## config.mk

```make
export PLATFORM = sky130hd
export DESIGN_NAME = postfix_expression_evaluator_flat
export DESIGN_NICKNAME = d
export VERILOG_FILES = /design/src/pfe_pkg.sv /design/src/pfe_if.sv /design/src/pfe_stack_mem.sv /design/src/pfe_alu.sv /design/src/postfix_expression_evaluator.sv /design/src/flat_wrapper.sv
export SDC_FILE = /design/constraint.sdc
export NUM_CORES = 1
export LEC_CHECK = 0
export BUFFER_PORTS_ARGS = -buffer_cell sky130_fd_sc_hd__buf_2
export CAP_MARGIN = 30
export CORE_AREA = 2 2 365 367
export DETAILED_ROUTE_END_ITERATION = 16
export DIE_AREA = 0 0 367 369
export PLACE_DENSITY = 0.49
export SYNTH_ARGS = -nofsm -noshare
export SYNTH_HDL_FRONTEND = slang
export SYNTH_SLANG_ARGS = --single-unit
```

## constraint.sdc

```tcl
create_clock -name clk_i -period 6.6 [get_ports clk_i]
set_input_delay 0.66 -clock clk_i [delete_from_list [all_inputs] [get_ports clk_i]]
set_output_delay 0.66 -clock clk_i [all_outputs]
set_load 0.02 [all_outputs]
```

## src/pfe_pkg.sv

```systemverilog
// Shared types and constants of the postfix expression evaluator.
package pfe_pkg;

  // Result status codes; an error code is sticky until the end of an expression.
  typedef enum logic [2:0] {
    ST_OK        = 3'd0,
    ST_UNDERFLOW = 3'd1,
    ST_DIVZERO   = 3'd2,
    ST_OVERFLOW  = 3'd3,
    ST_EMPTY     = 3'd4
  } status_e;

  typedef enum logic [1:0] {
    ALU_ADD,
    ALU_SUB,
    ALU_MUL,
    ALU_DIV
  } alu_op_e;

  typedef struct packed {
    logic    start;
    alu_op_e op;
  } alu_req_t;

  localparam logic [7:0] CH_DOT   = 8'h2E;
  localparam logic [7:0] CH_PLUS  = 8'h2B;
  localparam logic [7:0] CH_MINUS = 8'h2D;
  localparam logic [7:0] CH_STAR  = 8'h2A;
  localparam logic [7:0] CH_SLASH = 8'h2F;
  localparam logic [7:0] CH_ZERO  = 8'h30;
  localparam logic [7:0] CH_NINE  = 8'h39;

  localparam int unsigned RESULT_W = 32;

endpackage

```

## src/pfe_if.sv

```systemverilog
// Valid/ready channel interfaces for characters in and results out.
interface pfe_in_if;
  logic       valid;
  logic       ready;
  logic [7:0] char_code;
  logic       is_last;

  modport source (output valid, output char_code, output is_last, input ready);
  modport sink   (input valid, input char_code, input is_last, output ready);
endinterface

interface pfe_out_if;
  logic        valid;
  logic        ready;
  logic [31:0] result_value;
  logic [2:0]  status;

  modport source (output valid, output result_value, output status, input ready);
  modport sink   (input valid, input result_value, input status, output ready);
endinterface

```

## src/pfe_stack_mem.sv

```systemverilog
// Operand stack storage below the top entry: one write port, one registered read port.
module pfe_stack_mem #(
  parameter int unsigned DEPTH = 16,
  parameter int unsigned W     = 32,
  localparam int unsigned AW   = $clog2(DEPTH)
) (
  input  logic          clk_i,
  input  logic          we_i,
  input  logic [AW-1:0] waddr_i,
  input  logic [W-1:0]  wdata_i,
  input  logic          re_i,
  input  logic [AW-1:0] raddr_i,
  output logic [W-1:0]  rdata_o
);

  logic [W-1:0] mem_q [DEPTH];
  logic [W-1:0] rdata_q;

  always_ff @(posedge clk_i) begin
    if (we_i) begin
      mem_q[waddr_i] <= wdata_i;
    end
  end

  always_ff @(posedge clk_i) begin
    if (re_i) begin
      rdata_q <= mem_q[raddr_i];
    end
  end

  assign rdata_o = rdata_q;

endmodule

```

## src/pfe_alu.sv

```systemverilog
// Iterative shared-adder unit: add, subtract, shift-add multiply, restoring divide.
module pfe_alu #(
  parameter int unsigned W = 32
) (
  input  logic              clk_i,
  input  logic              rst_ni,
  input  pfe_pkg::alu_req_t req_i,
  input  logic [W-1:0]      a_i,
  input  logic [W-1:0]      b_i,
  output logic [W-1:0]      res_o,
  output logic              done_o
);

  localparam int unsigned CW = $clog2(W + 1);

  typedef enum logic [1:0] {
    PH_IDLE,
    PH_MUL,
    PH_DIV,
    PH_FIX
  } phase_e;

  phase_e        phase_q;
  logic [CW-1:0] cnt_q;
  logic [W-1:0]  x_q;
  logic [W-1:0]  y_q;
  logic [W-1:0]  acc_q;
  logic [W-1:0]  res_q;
  logic          neg_q;
  logic          done_q;

  logic [W:0]    opa;
  logic [W:0]    opb;
  logic          cin;
  logic [W+1:0]  sum;
  logic [W-1:0]  a_mag;
  logic [W-1:0]  b_mag;

  assign a_mag = a_i[W-1] ? (~a_i + 1'b1) : a_i;
  assign b_mag = b_i[W-1] ? (~b_i + 1'b1) : b_i;

  // One adder serves every operation; operands are selected by phase.
  always_comb begin
    opa = '0;
    opb = '0;
    cin = 1'b0;
    case (phase_q)
      PH_IDLE: begin
        opa = {1'b0, b_i};
        if (req_i.op == pfe_pkg::ALU_SUB) begin
          opb = {1'b0, ~a_i};
          cin = 1'b1;
        end else begin
          opb = {1'b0, a_i};
        end
      end
      PH_MUL: begin
        opa = {1'b0, acc_q};
        opb = x_q[0] ? {1'b0, y_q} : '0;
      end
      PH_DIV: begin
        // trial subtract of divisor from the shifted remainder
        opa = {acc_q, x_q[W-1]};
        opb = ~{1'b0, y_q};
        cin = 1'b1;
      end
      PH_FIX: begin
        if (neg_q) begin
          opb = {1'b0, ~x_q};
          cin = 1'b1;
        end else begin
          opa = {1'b0, x_q};
        end
      end
      default: begin
        opa = '0;
      end
    endcase
    sum = {1'b0, opa} + {1'b0, opb} + {{(W + 1){1'b0}}, cin};
  end

  always_ff @(posedge clk_i or negedge rst_ni) begin
    if (!rst_ni) begin
      phase_q <= PH_IDLE;
      cnt_q   <= '0;
      done_q  <= 1'b0;
    end else begin
      case (phase_q)
        PH_IDLE: begin
          if (req_i.start) begin
            case (req_i.op)
              pfe_pkg::ALU_ADD, pfe_pkg::ALU_SUB: begin
                res_q  <= sum[W-1:0];
                done_q <= 1'b1;
              end
              pfe_pkg::ALU_MUL: begin
                x_q     <= a_i;
                y_q     <= b_i;
                acc_q   <= '0;
                cnt_q   <= CW'(W);
                done_q  <= 1'b0;
                phase_q <= PH_MUL;
              end
              pfe_pkg::ALU_DIV: begin
                x_q     <= b_mag;
                y_q     <= a_mag;
                acc_q   <= '0;
                neg_q   <= a_i[W-1] ^ b_i[W-1];
                cnt_q   <= CW'(W);
                done_q  <= 1'b0;
                phase_q <= PH_DIV;
              end
              default: begin
                done_q <= 1'b1;
              end
            endcase
          end else begin
            done_q <= 1'b0;
          end
        end
        PH_MUL: begin
          acc_q <= sum[W-1:0];
          x_q   <= x_q >> 1;
          y_q   <= y_q << 1;
          cnt_q <= cnt_q - CW'(1);
          if (cnt_q == CW'(1)) begin
            res_q   <= sum[W-1:0];
            done_q  <= 1'b1;
            phase_q <= PH_IDLE;
          end else begin
            done_q <= 1'b0;
          end
        end
        PH_DIV: begin
          // keep the difference when it did not borrow
          if (sum[W+1]) begin
            acc_q <= sum[W-1:0];
          end else begin
            acc_q <= {acc_q[W-2:0], x_q[W-1]};
          end
          x_q    <= {x_q[W-2:0], sum[W+1]};
          cnt_q  <= cnt_q - CW'(1);
          done_q <= 1'b0;
          if (cnt_q == CW'(1)) begin
            phase_q <= PH_FIX;
          end
        end
        PH_FIX: begin
          res_q   <= sum[W-1:0];
          done_q  <= 1'b1;
          phase_q <= PH_IDLE;
        end
        default: begin
          done_q  <= 1'b0;
          phase_q <= PH_IDLE;
        end
      endcase
    end
  end

  assign res_o  = res_q;
  assign done_o = done_q;

endmodule

```

## src/postfix_expression_evaluator.sv

```systemverilog
// Postfix evaluator top level. A digit, '.', or ignored character is handled in the idle state.
// '+' and '-' pass through the load and calc states; '*' and '/' wait in calc on the
// bit-per-cycle multiply and divide of the shared adder unit.
// A last item's result goes to a pending register, then to the output register once it is free.
// Reset (async, active low) clears count, accumulator, error and output valid;
// stack storage is not cleared and is read only where previously written.
module postfix_expression_evaluator #(
  parameter int unsigned STACK_DEPTH = 16,
  parameter int unsigned VALUE_WIDTH = 32
) (
  input  logic             clk_i,
  input  logic             rst_ni,
  pfe_in_if.sink           in_i,
  pfe_out_if.source        out_o
);

  localparam int unsigned W  = VALUE_WIDTH;
  localparam int unsigned AW = $clog2(STACK_DEPTH);
  localparam int unsigned CW = $clog2(STACK_DEPTH + 1);
  localparam int unsigned RW = pfe_pkg::RESULT_W;

  typedef enum logic [1:0] {
    S_IDLE,
    S_LOAD,
    S_CALC,
    S_EMIT
  } state_e;

  state_e             state_q;
  logic [CW-1:0]      count_q;
  logic [W-1:0]       accum_q;
  logic [W-1:0]       tos_q;
  pfe_pkg::status_e   err_q;
  pfe_pkg::alu_op_e   op_q;
  logic [RW-1:0]      pend_val_q;
  pfe_pkg::status_e   pend_st_q;
  logic               out_valid_q;
  logic [RW-1:0]      out_val_q;
  pfe_pkg::status_e   out_st_q;

  logic               in_fire;
  logic               is_digit;
  logic               is_dot;
  logic               is_op;
  pfe_pkg::alu_op_e   dec_op;
  logic [3:0]         digit;
  logic [W-1:0]       accum_next;
  logic [CW-1:0]      count_m1;
  logic [CW-1:0]      count_m2;
  logic               stack_full;
  logic [RW-1:0]      tos_ext;
  pfe_pkg::status_e   end_status;
  logic               mem_we;
  logic               mem_re;
  logic [W-1:0]       mem_rdata;
  pfe_pkg::alu_req_t  alu_req;
  logic [W-1:0]       alu_res;
  logic               alu_done;

  assign in_i.ready = (state_q == S_IDLE);
  assign in_fire    = in_i.valid && in_i.ready;

  always_comb begin
    is_dot = 1'b0;
    is_op  = 1'b1;
    dec_op = pfe_pkg::ALU_ADD;
    case (in_i.char_code)
      pfe_pkg::CH_DOT: begin
        is_dot = 1'b1;
        is_op  = 1'b0;
      end
      pfe_pkg::CH_PLUS:  dec_op = pfe_pkg::ALU_ADD;
      pfe_pkg::CH_MINUS: dec_op = pfe_pkg::ALU_SUB;
      pfe_pkg::CH_STAR:  dec_op = pfe_pkg::ALU_MUL;
      pfe_pkg::CH_SLASH: dec_op = pfe_pkg::ALU_DIV;
      default:           is_op  = 1'b0;
    endcase
  end

  assign is_digit   = (in_i.char_code >= pfe_pkg::CH_ZERO) &&
                      (in_i.char_code <= pfe_pkg::CH_NINE);
  assign digit      = 4'(in_i.char_code - pfe_pkg::CH_ZERO);
  assign accum_next = (accum_q << 3) + (accum_q << 1) + W'(digit);
  assign count_m1   = count_q - CW'(1);
  assign count_m2   = count_q - CW'(2);
  assign stack_full = (count_q == CW'(STACK_DEPTH));

  generate
    if (W >= RW) begin : g_trunc
      assign tos_ext = tos_q[RW-1:0];
    end else begin : g_sext
      assign tos_ext = {{(RW - W){tos_q[W-1]}}, tos_q};
    end
  endgenerate

  always_comb begin
    if (err_q != pfe_pkg::ST_OK) begin
      end_status = err_q;
    end else if (count_q == '0) begin
      end_status = pfe_pkg::ST_EMPTY;
    end else begin
      end_status = pfe_pkg::ST_OK;
    end
  end

  // The top entry lives in tos_q; the memory holds the entries below it.
  assign mem_we = in_fire && !in_i.is_last && !is_digit && is_dot &&
                  !stack_full && (count_q != '0);
  assign mem_re = in_fire && !in_i.is_last && is_op && (count_q >= CW'(2));

  pfe_stack_mem #(
    .DEPTH (STACK_DEPTH),
    .W     (W)
  ) u_stack_mem (
    .clk_i   (clk_i),
    .we_i    (mem_we),
    .waddr_i (count_m1[AW-1:0]),
    .wdata_i (tos_q),
    .re_i    (mem_re),
    .raddr_i (count_m2[AW-1:0]),
    .rdata_o (mem_rdata)
  );

  assign alu_req.start = (state_q == S_LOAD);
  assign alu_req.op    = op_q;

  pfe_alu #(
    .W (W)
  ) u_alu (
    .clk_i  (clk_i),
    .rst_ni (rst_ni),
    .req_i  (alu_req),
    .a_i    (tos_q),
    .b_i    (mem_rdata),
    .res_o  (alu_res),
    .done_o (alu_done)
  );

  always_ff @(posedge clk_i or negedge rst_ni) begin
    if (!rst_ni) begin
      state_q     <= S_IDLE;
      count_q     <= '0;
      accum_q     <= '0;
      err_q       <= pfe_pkg::ST_OK;
      out_valid_q <= 1'b0;
    end else begin
      if (out_valid_q && out_o.ready && (state_q != S_EMIT)) begin
        out_valid_q <= 1'b0;
      end
      case (state_q)
        S_IDLE: begin
          if (in_fire) begin
            if (in_i.is_last) begin
              pend_val_q <= (count_q == '0) ? '0 : tos_ext;
              pend_st_q  <= end_status;
              count_q    <= '0;
              accum_q    <= '0;
              err_q      <= pfe_pkg::ST_OK;
              state_q    <= S_EMIT;
            end else if (is_digit) begin
              accum_q <= accum_next;
            end else begin
              accum_q <= '0;
              if (is_dot) begin
                if (stack_full) begin
                  if (err_q == pfe_pkg::ST_OK) begin
                    err_q <= pfe_pkg::ST_OVERFLOW;
                  end
                end else begin
                  tos_q   <= accum_q;
                  count_q <= count_q + CW'(1);
                end
              end else if (is_op) begin
                if (count_q < CW'(2)) begin
                  if (err_q == pfe_pkg::ST_OK) begin
                    err_q <= pfe_pkg::ST_UNDERFLOW;
                  end
                end else if ((dec_op == pfe_pkg::ALU_DIV) && (tos_q == '0)) begin
                  if (err_q == pfe_pkg::ST_OK) begin
                    err_q <= pfe_pkg::ST_DIVZERO;
                  end
                end else begin
                  op_q    <= dec_op;
                  state_q <= S_LOAD;
                end
              end
            end
          end
        end
        S_LOAD: begin
          state_q <= S_CALC;
        end
        S_CALC: begin
          if (alu_done) begin
            tos_q   <= alu_res;
            count_q <= count_m1;
            state_q <= S_IDLE;
          end
        end
        S_EMIT: begin
          // hold the result until the output register is free
          if (!out_valid_q || out_o.ready) begin
            out_valid_q <= 1'b1;
            out_val_q   <= pend_val_q;
            out_st_q    <= pend_st_q;
            state_q     <= S_IDLE;
          end
        end
        default: begin
          state_q <= S_IDLE;
        end
      endcase
    end
  end

  assign out_o.valid        = out_valid_q;
  assign out_o.result_value = out_val_q;
  assign out_o.status       = out_st_q;

endmodule

```

## src/flat_wrapper.sv

```systemverilog
// flat-port wrapper written by rule: the top's interface ports become plain ports
module postfix_expression_evaluator_flat 
#(
  parameter int unsigned STACK_DEPTH = 16,
  parameter int unsigned VALUE_WIDTH = 32
)
  (clk_i, rst_ni, in_i_valid, in_i_char_code, in_i_is_last, in_i_ready, out_o_valid, out_o_result_value, out_o_status, out_o_ready);
  pfe_in_if in_i_i ();
  pfe_out_if out_o_i ();
  input  logic clk_i;
  input  logic rst_ni;
  input wire logic [$bits(in_i_i.valid)-1:0] in_i_valid;
  input wire logic [$bits(in_i_i.char_code)-1:0] in_i_char_code;
  input wire logic [$bits(in_i_i.is_last)-1:0] in_i_is_last;
  output wire logic [$bits(in_i_i.ready)-1:0] in_i_ready;
  output wire logic [$bits(out_o_i.valid)-1:0] out_o_valid;
  output wire logic [$bits(out_o_i.result_value)-1:0] out_o_result_value;
  output wire logic [$bits(out_o_i.status)-1:0] out_o_status;
  input wire logic [$bits(out_o_i.ready)-1:0] out_o_ready;
  assign in_i_i.valid = in_i_valid;
  assign in_i_i.char_code = in_i_char_code;
  assign in_i_i.is_last = in_i_is_last;
  assign in_i_ready = in_i_i.ready;
  assign out_o_valid = out_o_i.valid;
  assign out_o_result_value = out_o_i.result_value;
  assign out_o_status = out_o_i.status;
  assign out_o_i.ready = out_o_ready;
  postfix_expression_evaluator #(.STACK_DEPTH(STACK_DEPTH), .VALUE_WIDTH(VALUE_WIDTH)) u_core (.clk_i(clk_i), .rst_ni(rst_ni), .in_i(in_i_i), .out_o(out_o_i));
endmodule
```

==> results.json, run 1 <==
{
  "status": "completed",
  "p_seq_share_pct": 34.0,
  "cp_max_fo": 76,
  "port-buffer-count": 49,
  "dr_wl_met3_um": 5480,
  "power_mw": 22.1,
  "antenna_found_initial": 5,
  "yosysSeqAreaShare_pct": 62.6,
  "worstPathArrival_ns": 5.80,
  "drive_gt1_share_pct": 16.8,
  "r2r_cells": 15,
  "fin_nets": 3022,
  "dr.pass1.iters": 5,
  "grt_max_degree": 97,
  "p_clk_share_pct": 23.7,
  "dp_hpwl_um": 68700,
  "dieArea_mm2": 0.135,
  "cp.required_ns": 7.00,
  "die_w_um": 367,
  "p_comb_share_pct": 42.3,
  "track_usage_pct": 15.9,
  "cts-resized-gates": 0,
  "syn-cell-area_mm2": 0.0393,
  "drv_cap": 0,
  "p_leak_nw": 15.4,
  "clk_latency_ns": 0.68,
  "max_stage_delay_ns": 0.69,
  "overflow": 0,
  "final_util_pct": 34.5,
  "via_count": 24449,
  "register_area_mm2": 0.0246,
  "regToRegSetupSlack_ns": 1.20,
  "power.switching_mw": 8.46,
  "synth-async-reset-ratio_pct": 6.16,
  "area_delta_synth_final_pct": 15.0,
  "top_layer_used": "met4",
  "start_kind": "register",
  "slew_headroom_pct": 30.7,
  "fin_cells": 4721,
  "cts_setup_buffers": 0,
  "synth_edf_count": 777,
  "initial_utilization_pct": 30.0,
  "max-clock-path-buffers": 3,
  "place_ws_ns": 1.30,
  "crit_end": "u_core.u_alu.acc_q[5]",
  "cp_cell_sequence": "inv_1 -> ha_4 -> buf_4 -> a21oi_1 -> ha_1 -> a21o_1 -> a21o_1 -> a21oi_1 -> o221ai_1 -> or3b_1 -> o221ai_4 -> buf_4 -> mux2_2 -> a22oi_1 -> nor2_1",
  "die_h_um": 369,
  "core_area_mm2": 0.131,
  "hold_violations": 0,
  "cts_made_buffers": 90,
  "place_congestion": 0.836,
  "setup_slack_ns": 1.20,
  "rsz0062_at_grt": "false",
  "rr_endpoint": "u_core.u_alu.acc_q[5]",
  "cts_max_level": 3,
  "power.density_mw_per_mm2": 488,
  "vias_per_cell": 5.18,
  "p_int_mw": 13.6,
  "drt_iter0_drc": 2041,
  "ctsRootBufferMaster": "clkbuf_16",
  "tightest_slew_ns": 1.03,
  "cts_tree": "yes",
  "final_common_cell": "edfxtp_1",
  "drt-met1-wl_um": 50600,
  "avgRoutedWirePerCell_um": 23.0,
  "num_rows": 133,
  "hold_slack_ns": 0.292,
  "ys_types": 73,
  "dp_cells": 4554,
  "multi_input_comb_area_mm2": 0.0140,
  "period_needed_ns": 5.40,
  "min_period_over_period_pct": 81.9,
  "wl_um": 109000,
  "antenna_cells": 0,
  "placed_cell_area_mm2": 0.0421,
  "fin_tns_setup_ns": 0,
  "synth-seq-cells": 828,
  "worstSetupPathType": "register to register",
  "fin_area_mm2": 0.0452,
  "synth_ff_type": "edfxtp_1",
  "first_global_vias": 24418,
  "cts_sinks": 828,
  "p_sw_share_pct": 38.3,
  "endpoint_kind": "register",
  "setup_viol": 0,
  "crit_path_start": "u_core.u_alu.phase_q[0]",
  "crit_slowest_cell": "ha_4",
  "fill_cells": 12845,
  "dr_wl_met2_um": 50000,
  "remaining_drc_errors": 0,
  "fin_skew_ns": 0.0317,
  "grt_pass1_wl_um": 162000,
  "drv_slew": 0,
  "clkSlewWorstSetupHoldPaths_ns": 0.06,
  "pin_count": 50,
  "r2r_start": "u_core.u_alu.phase_q[0]",
  "syn-instance-count": 2844,
  "peakVddDrop_mv": 0.322,
  "fmax_mhz": 185,
  "yosys_warnings": 0,
  "syn_area_per_cell_um2": 13.8,
  "final_cell_mix": "edfxtp_1, a21oi_1, nand2_1",
  "min_path_type": "input pin to register",
  "ant_nets": 0,
  "synthesis.nets": 2971
}
==> critical path: cells and delay by family, from the launching register on <==
family                     cells  cell delay (ns)
AOI/OAI and AO/OA              7             1.54
adders and majority gates      2             1.15
buffers and inverters          3             1.04
and+or+nand+nor                2             0.48
DFF                            1             0.44
muxes                          1             0.38
==> synthesized netlist by cell type (11+ instances only) <==
cell	n	area (um2)
nand3_1	35	175
clkbuf_1	136	510
nor2b_1	43	269
buf_1	28	105
or3_1	17	106
mux4_2	160	3600
a221o_1	30	300
o21ai_0	132	661
ha_1	110	1380
dfrtp_1	51	1280
xnor2_1	97	850
edfxtp_1	777	23300
inv_1	64	240
nand2b_1	14	87.6
a21oi_1	282	1410
a211oi_1	13	97.6
mux2_2	18	203
xor2_1	50	438
a22oi_1	26	195
a21o_1	26	195
nand2_1	247	927
a221oi_1	28	245
o31ai_1	19	143
nor2_1	199	747
o21a_1	11	82.6
nor3_1	53	265
==> power by group through the flow <==
stage                     clock (mW)  combinational (mW)  sequential (mW)
final                           5.23                9.34             7.49
after global routing            5.53                10.3             7.54
after CTS                       5.35                9.41             7.49
after detailed placement           0                9.33             7.59
after global placement             0                9.28             7.62
after floorplan                    0                6.66             7.32
==> cells by family after synthesis <==
| logic type | after synthesis | share of synthesized area [%] |
|---|---|---|
| DFF | 828 | 62.6 |
| and+or+nand+nor | 675 | 7.80 |
| AOI/OAI and AO/OA | 657 | 10.4 |
| buffers and inverters | 237 | 2.32 |
| muxes | 186 | 9.89 |
| xor gates and xnor gates | 147 | 3.28 |
| adders and majority gates | 114 | 3.71 |
==> layout make-up <==
class	count	share of cell area, %
clock buffer	111	5.34
sequential	828	54.5
clock inverter	52	1.37
timing repair buffer	132	2.31
inverter	64	0.532
tap	1755	4.86
multi-input combinational	1779	31.1
==> layer usage <==
metal	up-vias	GRT usage (%)
met3	147	2.60
li1	11079	-
met1	12564	22.5
met2	659	25.2
met4	0	4.22
met5	-	0
==> registers in the layout, summed over array words and instances (netlist names), 3 cells and up <==
signal                      count
u_core.u_alu.y_q               32
u_core.out_o.status             3
u_core.u_alu.acc_q             32
u_core.tos_ext                 32
u_core.pend_val_q              32
u_core.u_alu.x_q               32
u_core.count_q                  5
u_core.out_o.result_value      32
u_core.u_stack_mem.rdata_o     32
u_core.pend_st_q                3
u_core.accum_q                 32
u_core.u_stack_mem.mem_q      512
u_core.u_alu.cnt_q              6
u_core.u_alu.res_o             32
==> how the worst min path moves through the flow <==
stage	from	cells after the start	end	slack, ns
floorplan	rst_ni	0	u_core.accum_q[0]	0.36
global placement	u_core.pend_val_q[3]	0	u_core.out_o.result_value[3]	0.40
detailed placement	u_core.pend_val_q[3]	0	u_core.out_o.result_value[3]	0.40
CTS	in_i_char_code[0]	2	u_core.accum_q[0]	0.25
global route	in_i_char_code[0]	2	u_core.accum_q[0]	0.27
finish	in_i_char_code[0]	2	u_core.accum_q[0]	0.29
==> repair_timing <==
| action | 4_1_cts | 5_1_grt |
|---|---|---|
| endpoints found under the setup margin | 0 | 0 |
| endpoints found under the hold margin | 21 | 0 |
| hold buffers | 1 | 0 |
No activity file was read; power rests on OpenSTA's default activity.
==> run 2: changes to the inputs <==
--- a/config.mk
+++ b/config.mk
@@ -5,11 +5,12 @@
 export SDC_FILE = /design/constraint.sdc
 export NUM_CORES = 1
 export LEC_CHECK = 0
+export ABC_AREA = 1
 export BUFFER_PORTS_ARGS = -buffer_cell sky130_fd_sc_hd__buf_2
 export CAP_MARGIN = 30
-export CORE_AREA = 2 2 365 367
+export CORE_AREA = 2 2 377 379
 export DETAILED_ROUTE_END_ITERATION = 16
-export DIE_AREA = 0 0 367 369
+export DIE_AREA = 0 0 379 381
 export PLACE_DENSITY = 0.49
 export SYNTH_ARGS = -nofsm -noshare
 export SYNTH_HDL_FRONTEND = slang
==> constraint.sdc (replaced) <==
create_clock -name clk_i -period 5.7 [get_ports clk_i]
set_input_delay 0.57 -clock clk_i [delete_from_list [all_inputs] [get_ports clk_i]]
set_output_delay 0.57 -clock clk_i [all_outputs]
set_load 0.02 [all_outputs]
==> results.json, run 2 <==
{
  "top_register": "u_core.u_stack_mem.mem_q",
  "p_clk_share_pct": 20.6,
  "drv_slew": 0,
  "synth_edf_count": 777,
  "cts_tree": "yes",
  "synth_commonest_cells": "nand2_1, edfxtp_1, nor2_1",
  "synthesis.nets": 4488,
  "p_int_mw": 15.6,
  "fin_area_mm2": 0.0477,
  "critPathTopFamily": "simple AND/OR/NAND/NOR gates",
  "clkSlewWorstSetupHoldPaths_ns": 0.06,
  "grt_pass1_wl_um": 217000,
  "yosys_warnings": 0,
  "register_area_mm2": 0.0246,
  "die_w_um": 379,
  "ant_nets": 0,
  "drt_iter0_drc": 3653,
  "antenna_found_initial": 0,
  "placed_cell_area_mm2": 0.0447,
  "syn-instance-count": 4361,
  "hold_depth": 3,
  "cp_max_fo": 33,
  "syn_area_per_cell_um2": 9.60,
  "hold_slack_ns": 0.197,
  "worstPathArrival_ns": 5.05,
  "fill_cells": 14390,
  "cts-resized-gates": 0,
  "setup_slack_ns": 1.08,
  "r2r_cells": 18,
  "ys_types": 51,
  "p_sw_share_pct": 47.4,
  "cts_max_level": 3,
  "grt_max_degree": 181,
  "largest_register_ffs": 512,
  "initial_utilization_pct": 29.8,
  "peakVddDrop_mv": 0.467,
  "num_rows": 138,
  "endpoint_kind": "register",
  "cp.depth": 18,
  "power.density_mw_per_mm2": 620,
  "dieArea_mm2": 0.144,
  "min_period_over_period_pct": 81.0,
  "crit_top_cell": "nand2_1",
  "clk_latency_ns": 0.72,
  "setup_viol": 0,
  "fin_skew_ns": 0.0355,
  "rsz0062_at_grt": "false",
  "fmax_mhz": 217,
  "track_usage_pct": 20.2,
  "synth_top_area_cell": "edfxtp_1",
  "drive_gt1_share_pct": 8.05,
  "crit_slowest_cell": "ha_2",
  "ys_top_cells_by_area": "edfxtp_1, nand2_1, o21ai_0",
  "p_leak_nw": 18.1,
  "status": "completed",
  "avgRoutedWirePerCell_um": 23.4,
  "die_h_um": 381,
  "slew_headroom_pct": 34.8,
  "synth-async-reset-ratio_pct": 6.16,
  "fin_tns_setup_ns": 0,
  "synth_top_area_share_pct": 55.7,
  "yosysSeqAreaShare_pct": 58.8,
  "p_comb_share_pct": 49.6,
  "min_path_type": "input pin to register",
  "drv_cap": 0,
  "period_needed_ns": 4.62,
  "ctsRootBufferMaster": "clkbuf_16",
  "cp.buffers_inverters": 2,
  "vias_per_cell": 5.22,
  "wl_um": 148000,
  "cp.required_ns": 6.13,
  "place_congestion": 0.961,
  "syn-cell-area_mm2": 0.0419,
  "first_global_vias": 31561,
  "dp_hpwl_um": 98400,
  "power.switching_mw": 14.0,
  "pin_count": 50,
  "cts_made_buffers": 93,
  "tightest_slew_ns": 0.978,
  "cts_sinks": 828,
  "worstSetupPathType": "register to register",
  "area_delta_synth_final_pct": 14.0,
  "core_area_mm2": 0.141,
  "fin_cells": 6349,
  "place_ws_ns": 1.13,
  "start_kind": "register",
  "synth_ff_type": "edfxtp_1",
  "cp_cell_sequence": "inv_1 -> ha_2 -> buf_4 -> nand3_1 -> a31oi_1 -> ha_1 -> nand2_1 -> nand2_1 -> nand2_1 -> nand2_1 -> nand2_1 -> a21oi_1 -> nor2_2 -> nand2_4 -> nand2_4 -> o21ai_0 -> nand2_1 -> nand2_1",
  "dr.pass1.iters": 7,
  "remaining_drc_errors": 0,
  "overflow": 0,
  "synth_most_common_cell": "nand2_1",
  "final_cell_mix": "nand2_1, edfxtp_1, nor2_1",
  "final_common_cell": "nand2_1",
  "dp_cells": 6174,
  "p_seq_share_pct": 29.8,
  "max_stage_delay_ns": 0.80,
  "via_count": 33141,
  "fin_nets": 4507,
  "hold_violations": 0,
  "synth-seq-cells": 828,
  "port-buffer-count": 49,
  "max-clock-path-buffers": 3,
  "multi_input_comb_area_mm2": 0.0151
}
-- run 2: cell count changes after synthesis, sizes merged, moves of 26 or more --
cell / previous run / this run
nand2: 247 / 916
o21ai: 134 / 479
inv: 64 / 398
nor2: 199 / 508
mux4: 160 / 0
nand3: 35 / 179
o221ai: 3 / 108
xnor2: 97 / 8
o22ai: 7 / 75
o211ai: 9 / 54
clkbuf: 136 / 180
nor2b: 43 / 0
a221o: 30 / 0
a22oi: 26 / 0
-- run 2: metal layers --
metal | wire length [um] | GRT usage [%] | vias to the layer above
met5 | 0 | 0 | -
li1 | - | - | 15347
met3 | 10700 | 3.05 | 200
met1 | 66300 | 28.6 | 16279
met4 | 4380 | 6.31 | 0
met2 | 66900 | 31.8 | 1315
-- run 2: final timing paths --
check	endpoint	slack [ns]	start
worst max-delay path	u_core.u_alu.x_q[0]	1.08	u_core.u_alu.phase_q[1]
worst min-delay path	u_core.accum_q[0]	0.20	in_i_char_code[0]
worst max register to register	u_core.u_alu.x_q[0]	1.08	u_core.u_alu.phase_q[1]
worst min register to register	u_core.out_o.result_value[23]	0.41	u_core.pend_val_q[23]
max in group asynchronous	u_core.count_q[0]	4.45	rst_ni
min in group asynchronous	u_core.u_alu.cnt_q[2]	0.21	rst_ni
-- run 2: kinds of logic (layout without fill, tap and decap cells) --
family                   count (synthesis)  after routing  share of synthesized area [%]
flip-flops                             828            828                           58.8
other                                    0              1                              0
adder cells (fa/ha/maj)                114            114                           3.48
AO/OA/AOI/OAI                         1064           1064                           14.7
buffers and inverters                  624            721                           5.75
AND/OR/NAND/NOR                       1684           1684                           16.3
XOR/XNOR                                47             47                          0.983
-- run 2: cell type report --
class	instances	area share (%)
sequential	828	51.6
multi-input combinational	2909	31.6
clock buffer	121	5.16
tap	1890	4.95
inverter	400	3.17
timing repair buffer	148	2.33
clock inverter	52	1.26
antenna	1	0.00524
-- run 2: per-stage QoR --
step	power [mW]	utilization (%)
finish	29.6	34.0
global route	31.4	34.0
CTS	29.5	34.0
detailed placement	23.4	31.8
global placement	23.4	31.7
floorplan	17.7	-
-- run 2: timing repair --
item	in CTS	in global routing
setup buffers	0	0
hold endpoints to repair	1	0
hold buffers	1	0
-- run 2: power groups by stage --
stage                     logic (mW)  clock network (mW)  registers, mW
after global routing            16.1                6.43           8.86
after CTS                       14.5                6.21           8.80
after floorplan                 8.96                   0           8.73
final                           14.7                6.09           8.82
after detailed placement        14.5                   0           8.91
after global placement          14.5                   0           8.93
-- run 2: worst register-to-register path, cell delays in order, from the launching register on --
cell,delay [ns]
dfrtp_1,0.42
inv_1,0.20
ha_2,0.80
buf_4,0.43
nand3_1,0.11
a31oi_1,0.27
ha_1,0.37
nand2_1,0.09
nand2_1,0.07
nand2_1,0.06
nand2_1,0.06
nand2_1,0.08
a21oi_1,0.09
nor2_2,0.23
nand2_4,0.30
nand2_4,0.45
o21ai_0,0.18
nand2_1,0.08
nand2_1,0.07
